===== config.mk =====
export PLATFORM = sky130hd
export DESIGN_NAME = circle_outline_pixel_generator
export DESIGN_NICKNAME = d
export VERILOG_FILES = /design/src/copg_pkg.sv /design/src/circle_outline_pixel_generator.sv
export VERILOG_INCLUDE_DIRS = /design/src /design/src/src
export SDC_FILE = /design/constraint.sdc
export NUM_CORES = 1
export LEC_CHECK = 0
export BUFFER_PORTS_ARGS = -buffer_cell sky130_fd_sc_hd__buf_4
export CAP_MARGIN = 20
export CORE_MARGIN = 2
export CORE_UTILIZATION = 60
export CTS_CLUSTER_DIAMETER = 120
export CTS_CLUSTER_SIZE = 12
export DETAILED_ROUTE_END_ITERATION = 10
export PLACE_DENSITY = 0.81
export SLEW_MARGIN = 20
export SYNTH_ARGS = -nofsm -noshare
export SYNTH_HDL_FRONTEND = slang
export SYNTH_SLANG_ARGS = --single-unit

===== constraint.sdc =====
create_clock -name clk -period 5.6 [get_ports clk]
set_input_delay 0.56 -clock clk [delete_from_list [all_inputs] [get_ports clk]]
set_output_delay 0.56 -clock clk [all_outputs]
set_load 0.005 [all_outputs]

===== src/circle_outline_pixel_generator_macros.svh =====
// assertion macros for the circle outline pixel generator
// used by circle_outline_pixel_generator.sv, no other dependencies
`ifndef CIRCLE_OUTLINE_PIXEL_GENERATOR_MACROS_SVH
`define CIRCLE_OUTLINE_PIXEL_GENERATOR_MACROS_SVH

// same-cycle implication, disabled while in reset
`define COPG_ASSERT_SAME(label, clk, rst_n, ante, cons) \
    label: assert property (@(posedge clk) disable iff (!rst_n) (ante) |-> (cons)) \
        else $error("copg assertion failed");

// next-cycle implication, disabled while in reset
`define COPG_ASSERT_NEXT(label, clk, rst_n, ante, cons) \
    label: assert property (@(posedge clk) disable iff (!rst_n) (ante) |=> (cons)) \
        else $error("copg assertion failed");

`endif


===== src/copg_pkg.sv =====
// shared types, codes and tables for the circle outline pixel generator
// no dependencies
package copg_pkg;

    typedef enum logic [0:0] {
        OP_START = 1'b0,
        OP_STEP  = 1'b1
    } op_t;

    localparam logic [1:0] CFG_X_LIMIT = 2'd0;
    localparam logic [1:0] CFG_Y_LIMIT = 2'd1;

    localparam logic [15:0] X_LIMIT_RESET = 16'd320;
    localparam logic [15:0] Y_LIMIT_RESET = 16'd240;

    // midpoint decision constants
    localparam logic [11:0] DEC_INIT     = 12'd3;
    localparam logic [11:0] DEC_INC_NEG  = 12'd6;
    localparam logic [11:0] DEC_INC_POS  = 12'd10;

    // one iteration, latched at input transfer and walked pixel by pixel
    typedef struct packed {
        logic [15:0] cx;
        logic [15:0] cy;
        logic [7:0]  a;
        logic [7:0]  b;
        logic [15:0] color;
        logic        done;
        logic        idle;
    } job_t;

    // how one mirrored pixel is formed from the two offsets
    typedef struct packed {
        logic x_use_b;
        logic x_neg;
        logic y_neg;
    } pix_sel_t;

    function automatic pix_sel_t pixel_sel(input logic [2:0] k);
        pix_sel_t s;
        unique case (k)
            3'd0:    s = '{x_use_b: 1'b0, x_neg: 1'b0, y_neg: 1'b1};
            3'd1:    s = '{x_use_b: 1'b1, x_neg: 1'b0, y_neg: 1'b1};
            3'd2:    s = '{x_use_b: 1'b1, x_neg: 1'b0, y_neg: 1'b0};
            3'd3:    s = '{x_use_b: 1'b0, x_neg: 1'b0, y_neg: 1'b0};
            3'd4:    s = '{x_use_b: 1'b0, x_neg: 1'b1, y_neg: 1'b0};
            3'd5:    s = '{x_use_b: 1'b1, x_neg: 1'b1, y_neg: 1'b0};
            3'd6:    s = '{x_use_b: 1'b0, x_neg: 1'b1, y_neg: 1'b1};
            default: s = '{x_use_b: 1'b1, x_neg: 1'b1, y_neg: 1'b1};
        endcase
        return s;
    endfunction

endpackage


===== src/circle_outline_pixel_generator.sv =====
// circle outline pixel generator: one midpoint iteration per input transfer, eight pixels out
// an item's first result passes through the job register and then the output register
// an iteration item gives eight pixels, one pixel per cycle from the pixel walker while out_stall does not hold it;
//   a step item with no circle in progress gives a single result; next item taken as the last pixel leaves
// reset (rst_n, async, active low): no circle in progress, limits back to 320 x 240
// depends on copg_pkg and circle_outline_pixel_generator_macros.svh
`include "circle_outline_pixel_generator_macros.svh"

module circle_outline_pixel_generator (
    input  logic        clk,
    input  logic        rst_n,
    // configuration
    input  logic        cfg_we,
    input  logic [1:0]  cfg_index,
    input  logic [15:0] cfg_data,
    // input channel
    input  logic        in_valid,
    output logic        in_stall,
    input  logic        op,
    input  logic [15:0] center_x,
    input  logic [15:0] center_y,
    input  logic [7:0]  radius,
    input  logic [15:0] color,
    // output channel
    output logic        out_valid,
    input  logic        out_stall,
    output logic [15:0] pixel_x,
    output logic [15:0] pixel_y,
    output logic [15:0] pixel_color,
    output logic        visible,
    output logic        last_of_step,
    output logic        circle_done
);

    // configuration
    logic [15:0] x_limit_reg;
    logic [15:0] y_limit_reg;

    // circle state
    logic [15:0] center_x_reg, center_x_next;
    logic [15:0] center_y_reg, center_y_next;
    logic [7:0]  offset_a_reg, offset_a_next;
    logic [7:0]  offset_b_reg, offset_b_next;
    logic [11:0] decision_reg, decision_next;
    logic [15:0] color_reg,    color_next;
    logic        active_reg,   active_next;

    // iteration held for the pixel walker
    copg_pkg::job_t job_reg, job_next;
    logic           job_valid_reg, job_valid_next;
    logic [2:0]     pix_idx_reg, pix_idx_next;

    // output register
    logic        out_valid_reg, out_valid_next;
    logic [15:0] pixel_x_reg, pixel_x_next;
    logic [15:0] pixel_y_reg, pixel_y_next;
    logic [15:0] pixel_color_reg, pixel_color_next;
    logic        visible_reg, visible_next;
    logic        last_reg, last_next;
    logic        done_reg, done_next;

    // iteration datapath
    logic        in_xfer;
    logic        start;
    logic        idle_step;
    logic [15:0] cur_cx, cur_cy, cur_color;
    logic [7:0]  cur_a, cur_b;
    logic [11:0] cur_d;
    logic [8:0]  a_inc;
    logic [11:0] a_inc_x4;
    logic [9:0]  b_new;
    logic [11:0] d_new;
    logic        it_done;

    // pixel walker
    logic                 out_ready;
    logic                 emit;
    logic                 job_last;
    copg_pkg::pix_sel_t   sel;
    logic [15:0]          off_x, off_y;
    logic [15:0]          px, py;

    // ---------------- configuration ----------------
    always_ff @(posedge clk or negedge rst_n)
    begin
        if (!rst_n)
        begin
            x_limit_reg <= copg_pkg::X_LIMIT_RESET;
            y_limit_reg <= copg_pkg::Y_LIMIT_RESET;
        end
        else if (cfg_we)
        begin
            unique case (cfg_index)
                copg_pkg::CFG_X_LIMIT: x_limit_reg <= cfg_data;
                copg_pkg::CFG_Y_LIMIT: y_limit_reg <= cfg_data;
                default: ;
            endcase
        end
    end

    // ---------------- handshake ----------------
    assign out_ready = !out_valid_reg || !out_stall;
    assign job_last  = job_reg.idle || (pix_idx_reg == 3'd7);
    assign emit      = job_valid_reg && out_ready;
    assign in_stall  = job_valid_reg && !(out_ready && job_last);
    assign in_xfer   = in_valid && !in_stall;

    // ---------------- one midpoint iteration ----------------
    always_comb
    begin
        start     = (op == copg_pkg::OP_START);
        idle_step = !start && !active_reg;

        cur_cx    = start ? center_x : center_x_reg;
        cur_cy    = start ? center_y : center_y_reg;
        cur_color = start ? color    : color_reg;
        cur_a     = start ? 8'd0     : offset_a_reg;
        cur_b     = start ? radius   : offset_b_reg;
        cur_d     = start ? (copg_pkg::DEC_INIT - {3'b000, radius, 1'b0}) : decision_reg;

        // a advances first and the new a feeds the update
        a_inc    = {1'b0, cur_a} + 9'd1;
        a_inc_x4 = {1'b0, a_inc, 2'b00};
        if (cur_d[11])
        begin
            d_new = cur_d + a_inc_x4 + copg_pkg::DEC_INC_NEG;
            b_new = {2'b00, cur_b};
        end
        else
        begin
            d_new = cur_d + copg_pkg::DEC_INC_POS + a_inc_x4 - {2'b00, cur_b, 2'b00};
            b_new = {2'b00, cur_b} - 10'd1;
        end
        // signed compare so a b that goes below zero also ends the circle
        it_done = $signed({1'b0, a_inc}) > $signed(b_new);
    end

    always_comb
    begin
        center_x_next = center_x_reg;
        center_y_next = center_y_reg;
        color_next    = color_reg;
        offset_a_next = offset_a_reg;
        offset_b_next = offset_b_reg;
        decision_next = decision_reg;
        active_next   = active_reg;
        if (in_xfer && !idle_step)
        begin
            center_x_next = cur_cx;
            center_y_next = cur_cy;
            color_next    = cur_color;
            offset_a_next = a_inc[7:0];
            offset_b_next = b_new[7:0];
            decision_next = d_new;
            active_next   = !it_done;
        end
    end

    always_ff @(posedge clk or negedge rst_n)
    begin
        if (!rst_n)
        begin
            center_x_reg <= '0;
            center_y_reg <= '0;
            color_reg    <= '0;
            offset_a_reg <= '0;
            offset_b_reg <= '0;
            decision_reg <= '0;
            active_reg   <= 1'b0;
        end
        else
        begin
            center_x_reg <= center_x_next;
            center_y_reg <= center_y_next;
            color_reg    <= color_next;
            offset_a_reg <= offset_a_next;
            offset_b_reg <= offset_b_next;
            decision_reg <= decision_next;
            active_reg   <= active_next;
        end
    end

    // ---------------- job register and pixel walker ----------------
    always_comb
    begin
        job_next       = job_reg;
        job_valid_next = job_valid_reg;
        pix_idx_next   = pix_idx_reg;
        if (emit)
        begin
            pix_idx_next = pix_idx_reg + 3'd1;
            if (job_last)
            begin
                job_valid_next = 1'b0;
                pix_idx_next   = 3'd0;
            end
        end
        if (in_xfer)
        begin
            job_next.cx    = cur_cx;
            job_next.cy    = cur_cy;
            job_next.a     = cur_a;
            job_next.b     = cur_b;
            job_next.color = cur_color;
            job_next.done  = it_done;
            job_next.idle  = idle_step;
            job_valid_next = 1'b1;
            pix_idx_next   = 3'd0;
        end
    end

    always_ff @(posedge clk or negedge rst_n)
    begin
        if (!rst_n)
        begin
            job_valid_reg <= 1'b0;
            pix_idx_reg   <= 3'd0;
        end
        else
        begin
            job_valid_reg <= job_valid_next;
            pix_idx_reg   <= pix_idx_next;
        end
    end

    always_ff @(posedge clk)
    begin
        job_reg <= job_next;
    end

    // mirrored pixel for the current index
    always_comb
    begin
        sel   = copg_pkg::pixel_sel(pix_idx_reg);
        off_x = {8'h00, (sel.x_use_b ? job_reg.b : job_reg.a)};
        off_y = {8'h00, (sel.x_use_b ? job_reg.a : job_reg.b)};
        px    = sel.x_neg ? (job_reg.cx - off_x) : (job_reg.cx + off_x);
        py    = sel.y_neg ? (job_reg.cy - off_y) : (job_reg.cy + off_y);
    end

    // ---------------- output register ----------------
    always_comb
    begin
        out_valid_next   = out_valid_reg;
        pixel_x_next     = pixel_x_reg;
        pixel_y_next     = pixel_y_reg;
        pixel_color_next = pixel_color_reg;
        visible_next     = visible_reg;
        last_next        = last_reg;
        done_next        = done_reg;
        if (out_ready)
        begin
            out_valid_next = job_valid_reg;
            if (job_reg.idle)
            begin
                // step with no circle in progress
                pixel_x_next     = 16'd0;
                pixel_y_next     = 16'd0;
                pixel_color_next = 16'd0;
                visible_next     = 1'b0;
                last_next        = 1'b1;
                done_next        = 1'b1;
            end
            else
            begin
                pixel_x_next     = px;
                pixel_y_next     = py;
                pixel_color_next = job_reg.color;
                visible_next     = (px <= x_limit_reg) && (py <= y_limit_reg);
                last_next        = (pix_idx_reg == 3'd7);
                done_next        = job_reg.done;
            end
        end
    end

    always_ff @(posedge clk or negedge rst_n)
    begin
        if (!rst_n)
        begin
            out_valid_reg <= 1'b0;
        end
        else
        begin
            out_valid_reg <= out_valid_next;
        end
    end

    always_ff @(posedge clk)
    begin
        pixel_x_reg     <= pixel_x_next;
        pixel_y_reg     <= pixel_y_next;
        pixel_color_reg <= pixel_color_next;
        visible_reg     <= visible_next;
        last_reg        <= last_next;
        done_reg        <= done_next;
    end

    assign out_valid    = out_valid_reg;
    assign pixel_x      = pixel_x_reg;
    assign pixel_y      = pixel_y_reg;
    assign pixel_color  = pixel_color_reg;
    assign visible      = visible_reg;
    assign last_of_step = last_reg;
    assign circle_done  = done_reg;

    // ---------------- assertions ----------------
    // walker index only moves while an iteration is held
    `COPG_ASSERT_SAME(a_idx_needs_job, clk, rst_n, (pix_idx_reg != 3'd0), job_valid_reg)
    // an idle step is a single result
    `COPG_ASSERT_SAME(a_idle_single, clk, rst_n, (job_valid_reg && job_reg.idle),
        (pix_idx_reg == 3'd0))
    // a held iteration that completes the circle leaves no circle in progress
    `COPG_ASSERT_SAME(a_done_clears_active, clk, rst_n,
        (job_valid_reg && !job_reg.idle && job_reg.done), !active_reg)
    // a new item only enters as the held iteration hands over its last pixel
    `COPG_ASSERT_NEXT(a_no_overrun, clk, rst_n, (in_xfer && job_valid_reg && !job_reg.idle),
        (out_valid_reg && last_reg))

endmodule

==> results.ini <==
[drt]
detail_route.wirelength_mm=31.55
wl_per_cell_um=18.83
first_iter_violations=492
vias=9740
detail_route.drc_violations=0
first_pass_detailed_route_iteration_total=5
route.antenna.remaining_nets=0
detail_route.vias_per_cell=5.811

[pwr]
p_leak_nw=7.036
power.ir.vdd_worst_mv=0.3785
power_density_nw_per_um2=491.5
finalPower_mw=7.802

[synthesis]
synth_top_cell_by_area=sky130_fd_sc_hd__edfxtp_1
synth_seq_cells=230
yosys.area.top_type_share=0.2522
synthesis.instances=1240
post-synth-top-count-cell=sky130_fd_sc_hd__ha_1
synth.yosys.warnings=0
dominantRegCellSynth=sky130_fd_sc_hd__edfxtp_1
synth-edff-count=117
synth-seq-area-share=0.4558
synth.cell_area_um2=13930
postSynth.asyncResetShare=0.4913
syn-num-nets=1450
synth_cell_types=73
netlist_top_cells_count=sky130_fd_sc_hd__ha_1, sky130_fd_sc_hd__edfxtp_1, sky130_fd_sc_hd__mux2_2, sky130_fd_sc_hd__dfrtp_1, sky130_fd_sc_hd__inv_1
post_synth_main_area_contributors=sky130_fd_sc_hd__edfxtp_1, sky130_fd_sc_hd__dfrtp_1, sky130_fd_sc_hd__ha_1
synthesis.area_per_instance_um2=11.23

[cells_and_area]
layout-drive-gt1-share=0.2344
final-seq-area_um2=6349
finalNetCount=1587
num-fill-cells=1679
diodes=0
area_occupied_by_multi_input_gates_um2=7056
largest_register_ffs=66
layout.cell_area.non_filler_um2=15880
flow.area_growth_from_synthesis_pct=13.97

[global_route]
gr-total-overflow=0
gr-usage-all-layers=0.2585
initial_antenna_violation_count=0
grt_pass1_vias=9922
grt_start_max_net_pins=64
global_route_wire_length_before_repair_mm=49.98

[clock_tree]
clock_tree.buffer_depth=3
clock_insertion_delay_worst_skew_ns=0.52
tritoncts=done
clk_root_buffer_cell=sky130_fd_sc_hd__clkbuf_16
htree_levels=1
cts.sink_count=230
worst_setup_hold_path_clk_slew_ns=0.07
hold_buffers=0
cts_made_buffers=23

[setup_path]
end_kind=flop
worst_r2r_endpoint=visible$_SDFFCE_PP0P_
crit_start=pix_idx_reg[0]$_DFFE_PN0P_
start_kind=flop
regToRegStartpoint=pix_idx_reg[0]$_DFFE_PN0P_
timing_worst_setup_path_type=flop to flop
timing.critical_path.required_ns=5.95
crit_path_end=visible$_SDFFCE_PP0P_
path_max_fanout=7
internal_reg_to_reg_setup_slack_ns=0.42
timing.critical_path.arrival_ns=5.53
reg2regPathDepth=20

[timing]
slew_viol_final=0
finalSetupTns_ns=0
timing.final.setup_violations=0
fmax_ghz=0.1932
grt_setup_unrepaired=no
hold_violations=0
layout_worst_path_cycle_share=0.9243
finalClockSkew_ns=0.02399
layout_min_cycle_time_ns=5.176
worstMarginPinSlew_ns=0.9156
slew_headroom=0.3896

[floorplanning]
die_width_um=156.4
die_height_um=156.4
die-area_um2=24450
placeableCoreArea_um2=22710
num_io_pins=133
total_number_of_placement_rows=55
effective_utilization_at_floorplan=0.6134

[placement]
dpl.hpwl_mm=23.39
detailed_place.area_um2=15220
gpl.final_weighted_congestion=0.8797
io_buffer_count=132

[min_path]
hold_class=primary input to asynchronous set/reset pin

[status]
result_of_the_run=completed

[flow_run]
max_cap_violations=0

-- per-stage QoR --
stage	utilization	setup WS (ns)	instances	hold slack [ns]
2_1_floorplan	-	0.5730	1240	0.2644
3_5_place_dp	0.6701	0.4191	1635	0.4664
6_report	0.6991	0.4240	1676	0.1889
5_1_grt	0.6991	0.06872	1676	0.2543
4_1_cts	0.6984	0.3897	1674	0.2130
3_3_place_gp	0.6701	0.6153	1635	0.4615
-- critical path, cell delays in order (launching register included) --
cell	delay, ns
sky130_fd_sc_hd__dfrtp_1	0.42
sky130_fd_sc_hd__inv_1	0.12
sky130_fd_sc_hd__ha_1	0.32
sky130_fd_sc_hd__nor2_2	0.09
sky130_fd_sc_hd__a221oi_4	0.22
sky130_fd_sc_hd__buf_4	0.20
sky130_fd_sc_hd__mux2i_1	0.28
sky130_fd_sc_hd__ha_1	0.30
sky130_fd_sc_hd__nor2_1	0.09
sky130_fd_sc_hd__xor2_1	0.16
sky130_fd_sc_hd__ha_1	0.33
sky130_fd_sc_hd__nor2b_1	0.16
sky130_fd_sc_hd__o31a_1	0.28
sky130_fd_sc_hd__o221ai_2	0.29
sky130_fd_sc_hd__o21ai_1	0.14
sky130_fd_sc_hd__o41ai_2	0.33
sky130_fd_sc_hd__xnor2_1	0.15
sky130_fd_sc_hd__ha_1	0.31
sky130_fd_sc_hd__nand4_1	0.12
sky130_fd_sc_hd__or4_1	0.53
sky130_fd_sc_hd__a22oi_1	0.14
-- kinds of logic after synthesis --
logic type / Yosys count / share of synthesized area
flip-flops: 230 / 0.4558
buffers and inverters: 129 / 0.03862
AO/OA/AOI/OAI: 218 / 0.1018
adder cells (fa/ha/maj): 130 / 0.1232
AND/OR/NAND/NOR: 305 / 0.1114
XOR/XNOR: 68 / 0.04276
multiplexers: 160 / 0.1265
-- per-layer routing --
layer  vias to the layer above  GRT usage  part of all wire
met5                         -          0                 0
met4                         0    0.07864             0.026
met3                        52    0.03074             0.043
met2                       234     0.4655              0.51
met1                      4758     0.3271              0.42
li1                       4696          -                 -
-- layout make-up --
type	instances	share of cell area
inverters	90	0.02128
repair buffers	151	0.07141
clock buffers	38	0.03980
well taps	285	0.02246
flip-flops and latches	230	0.3999
multi-input cells	881	0.4444
clock inverters	1	0.0007093
-- worst min path at each step --
stage	slack (ns)	endpoint	startpoint	cells past startpoint
global placement	0.46	center_x_reg[10]$_DFFE_PN0P_	center_x_reg[10]$_DFFE_PN0P_	1
global route	0.25	x_limit_reg[9]$_DFFE_PN0P_	rst_n	1
finish	0.19	x_limit_reg[9]$_DFFE_PN0P_	rst_n	1
detailed placement	0.47	offset_b_reg[0]$_DFFE_PN0P_	offset_b_reg[0]$_DFFE_PN0P_	2
CTS	0.21	center_x_reg[10]$_DFFE_PN0P_	rst_n	1
floorplan	0.26	active_reg$_DFFE_PN0P_	rst_n	0
-- cells in the final DEF (no fill, tap or decap), types with 16 or more instances in the layout --
| cell type | synthesis | layout |
|---|---|---|
| sky130_fd_sc_hd__ha_1 | 118 | 118 |
| sky130_fd_sc_hd__inv_1 | 88 | 87 |
| sky130_fd_sc_hd__a21o_1 | 19 | 19 |
| sky130_fd_sc_hd__o21ai_0 | 71 | 71 |
| sky130_fd_sc_hd__clkbuf_16 | 0 | 23 |
| sky130_fd_sc_hd__buf_4 | 2 | 151 |
| sky130_fd_sc_hd__mux2_2 | 117 | 117 |
| sky130_fd_sc_hd__xnor2_1 | 39 | 39 |
| sky130_fd_sc_hd__xor2_1 | 29 | 29 |
| sky130_fd_sc_hd__nand2_1 | 87 | 87 |
| sky130_fd_sc_hd__nand3_1 | 16 | 16 |
| sky130_fd_sc_hd__mux2i_1 | 32 | 32 |
| sky130_fd_sc_hd__edfxtp_1 | 117 | 117 |
| sky130_fd_sc_hd__dfrtp_1 | 107 | 107 |
| sky130_fd_sc_hd__a21oi_1 | 45 | 45 |
| sky130_fd_sc_hd__nor2_1 | 70 | 70 |
| sky130_fd_sc_hd__nor2b_1 | 53 | 53 |
-- what timing repair did --
action,4_1_cts,5_1_grt
setup endpoints to repair,0,1
setup buffers,0,2
gates resized for setup,0,0
-- power by group --
part / switching, mW / total [mW] / leakage [nW] / internal [mW]
clock: 0.632 / 1.40 / 0.307 / 0.767
sequential: 0.218 / 2.55 / 2.51 / 2.33
combinational: 2.07 / 3.86 / 4.22 / 1.79
total: 2.92 / 7.80 / 7.04 / 4.88
Power figures use the tool's default switching activity.
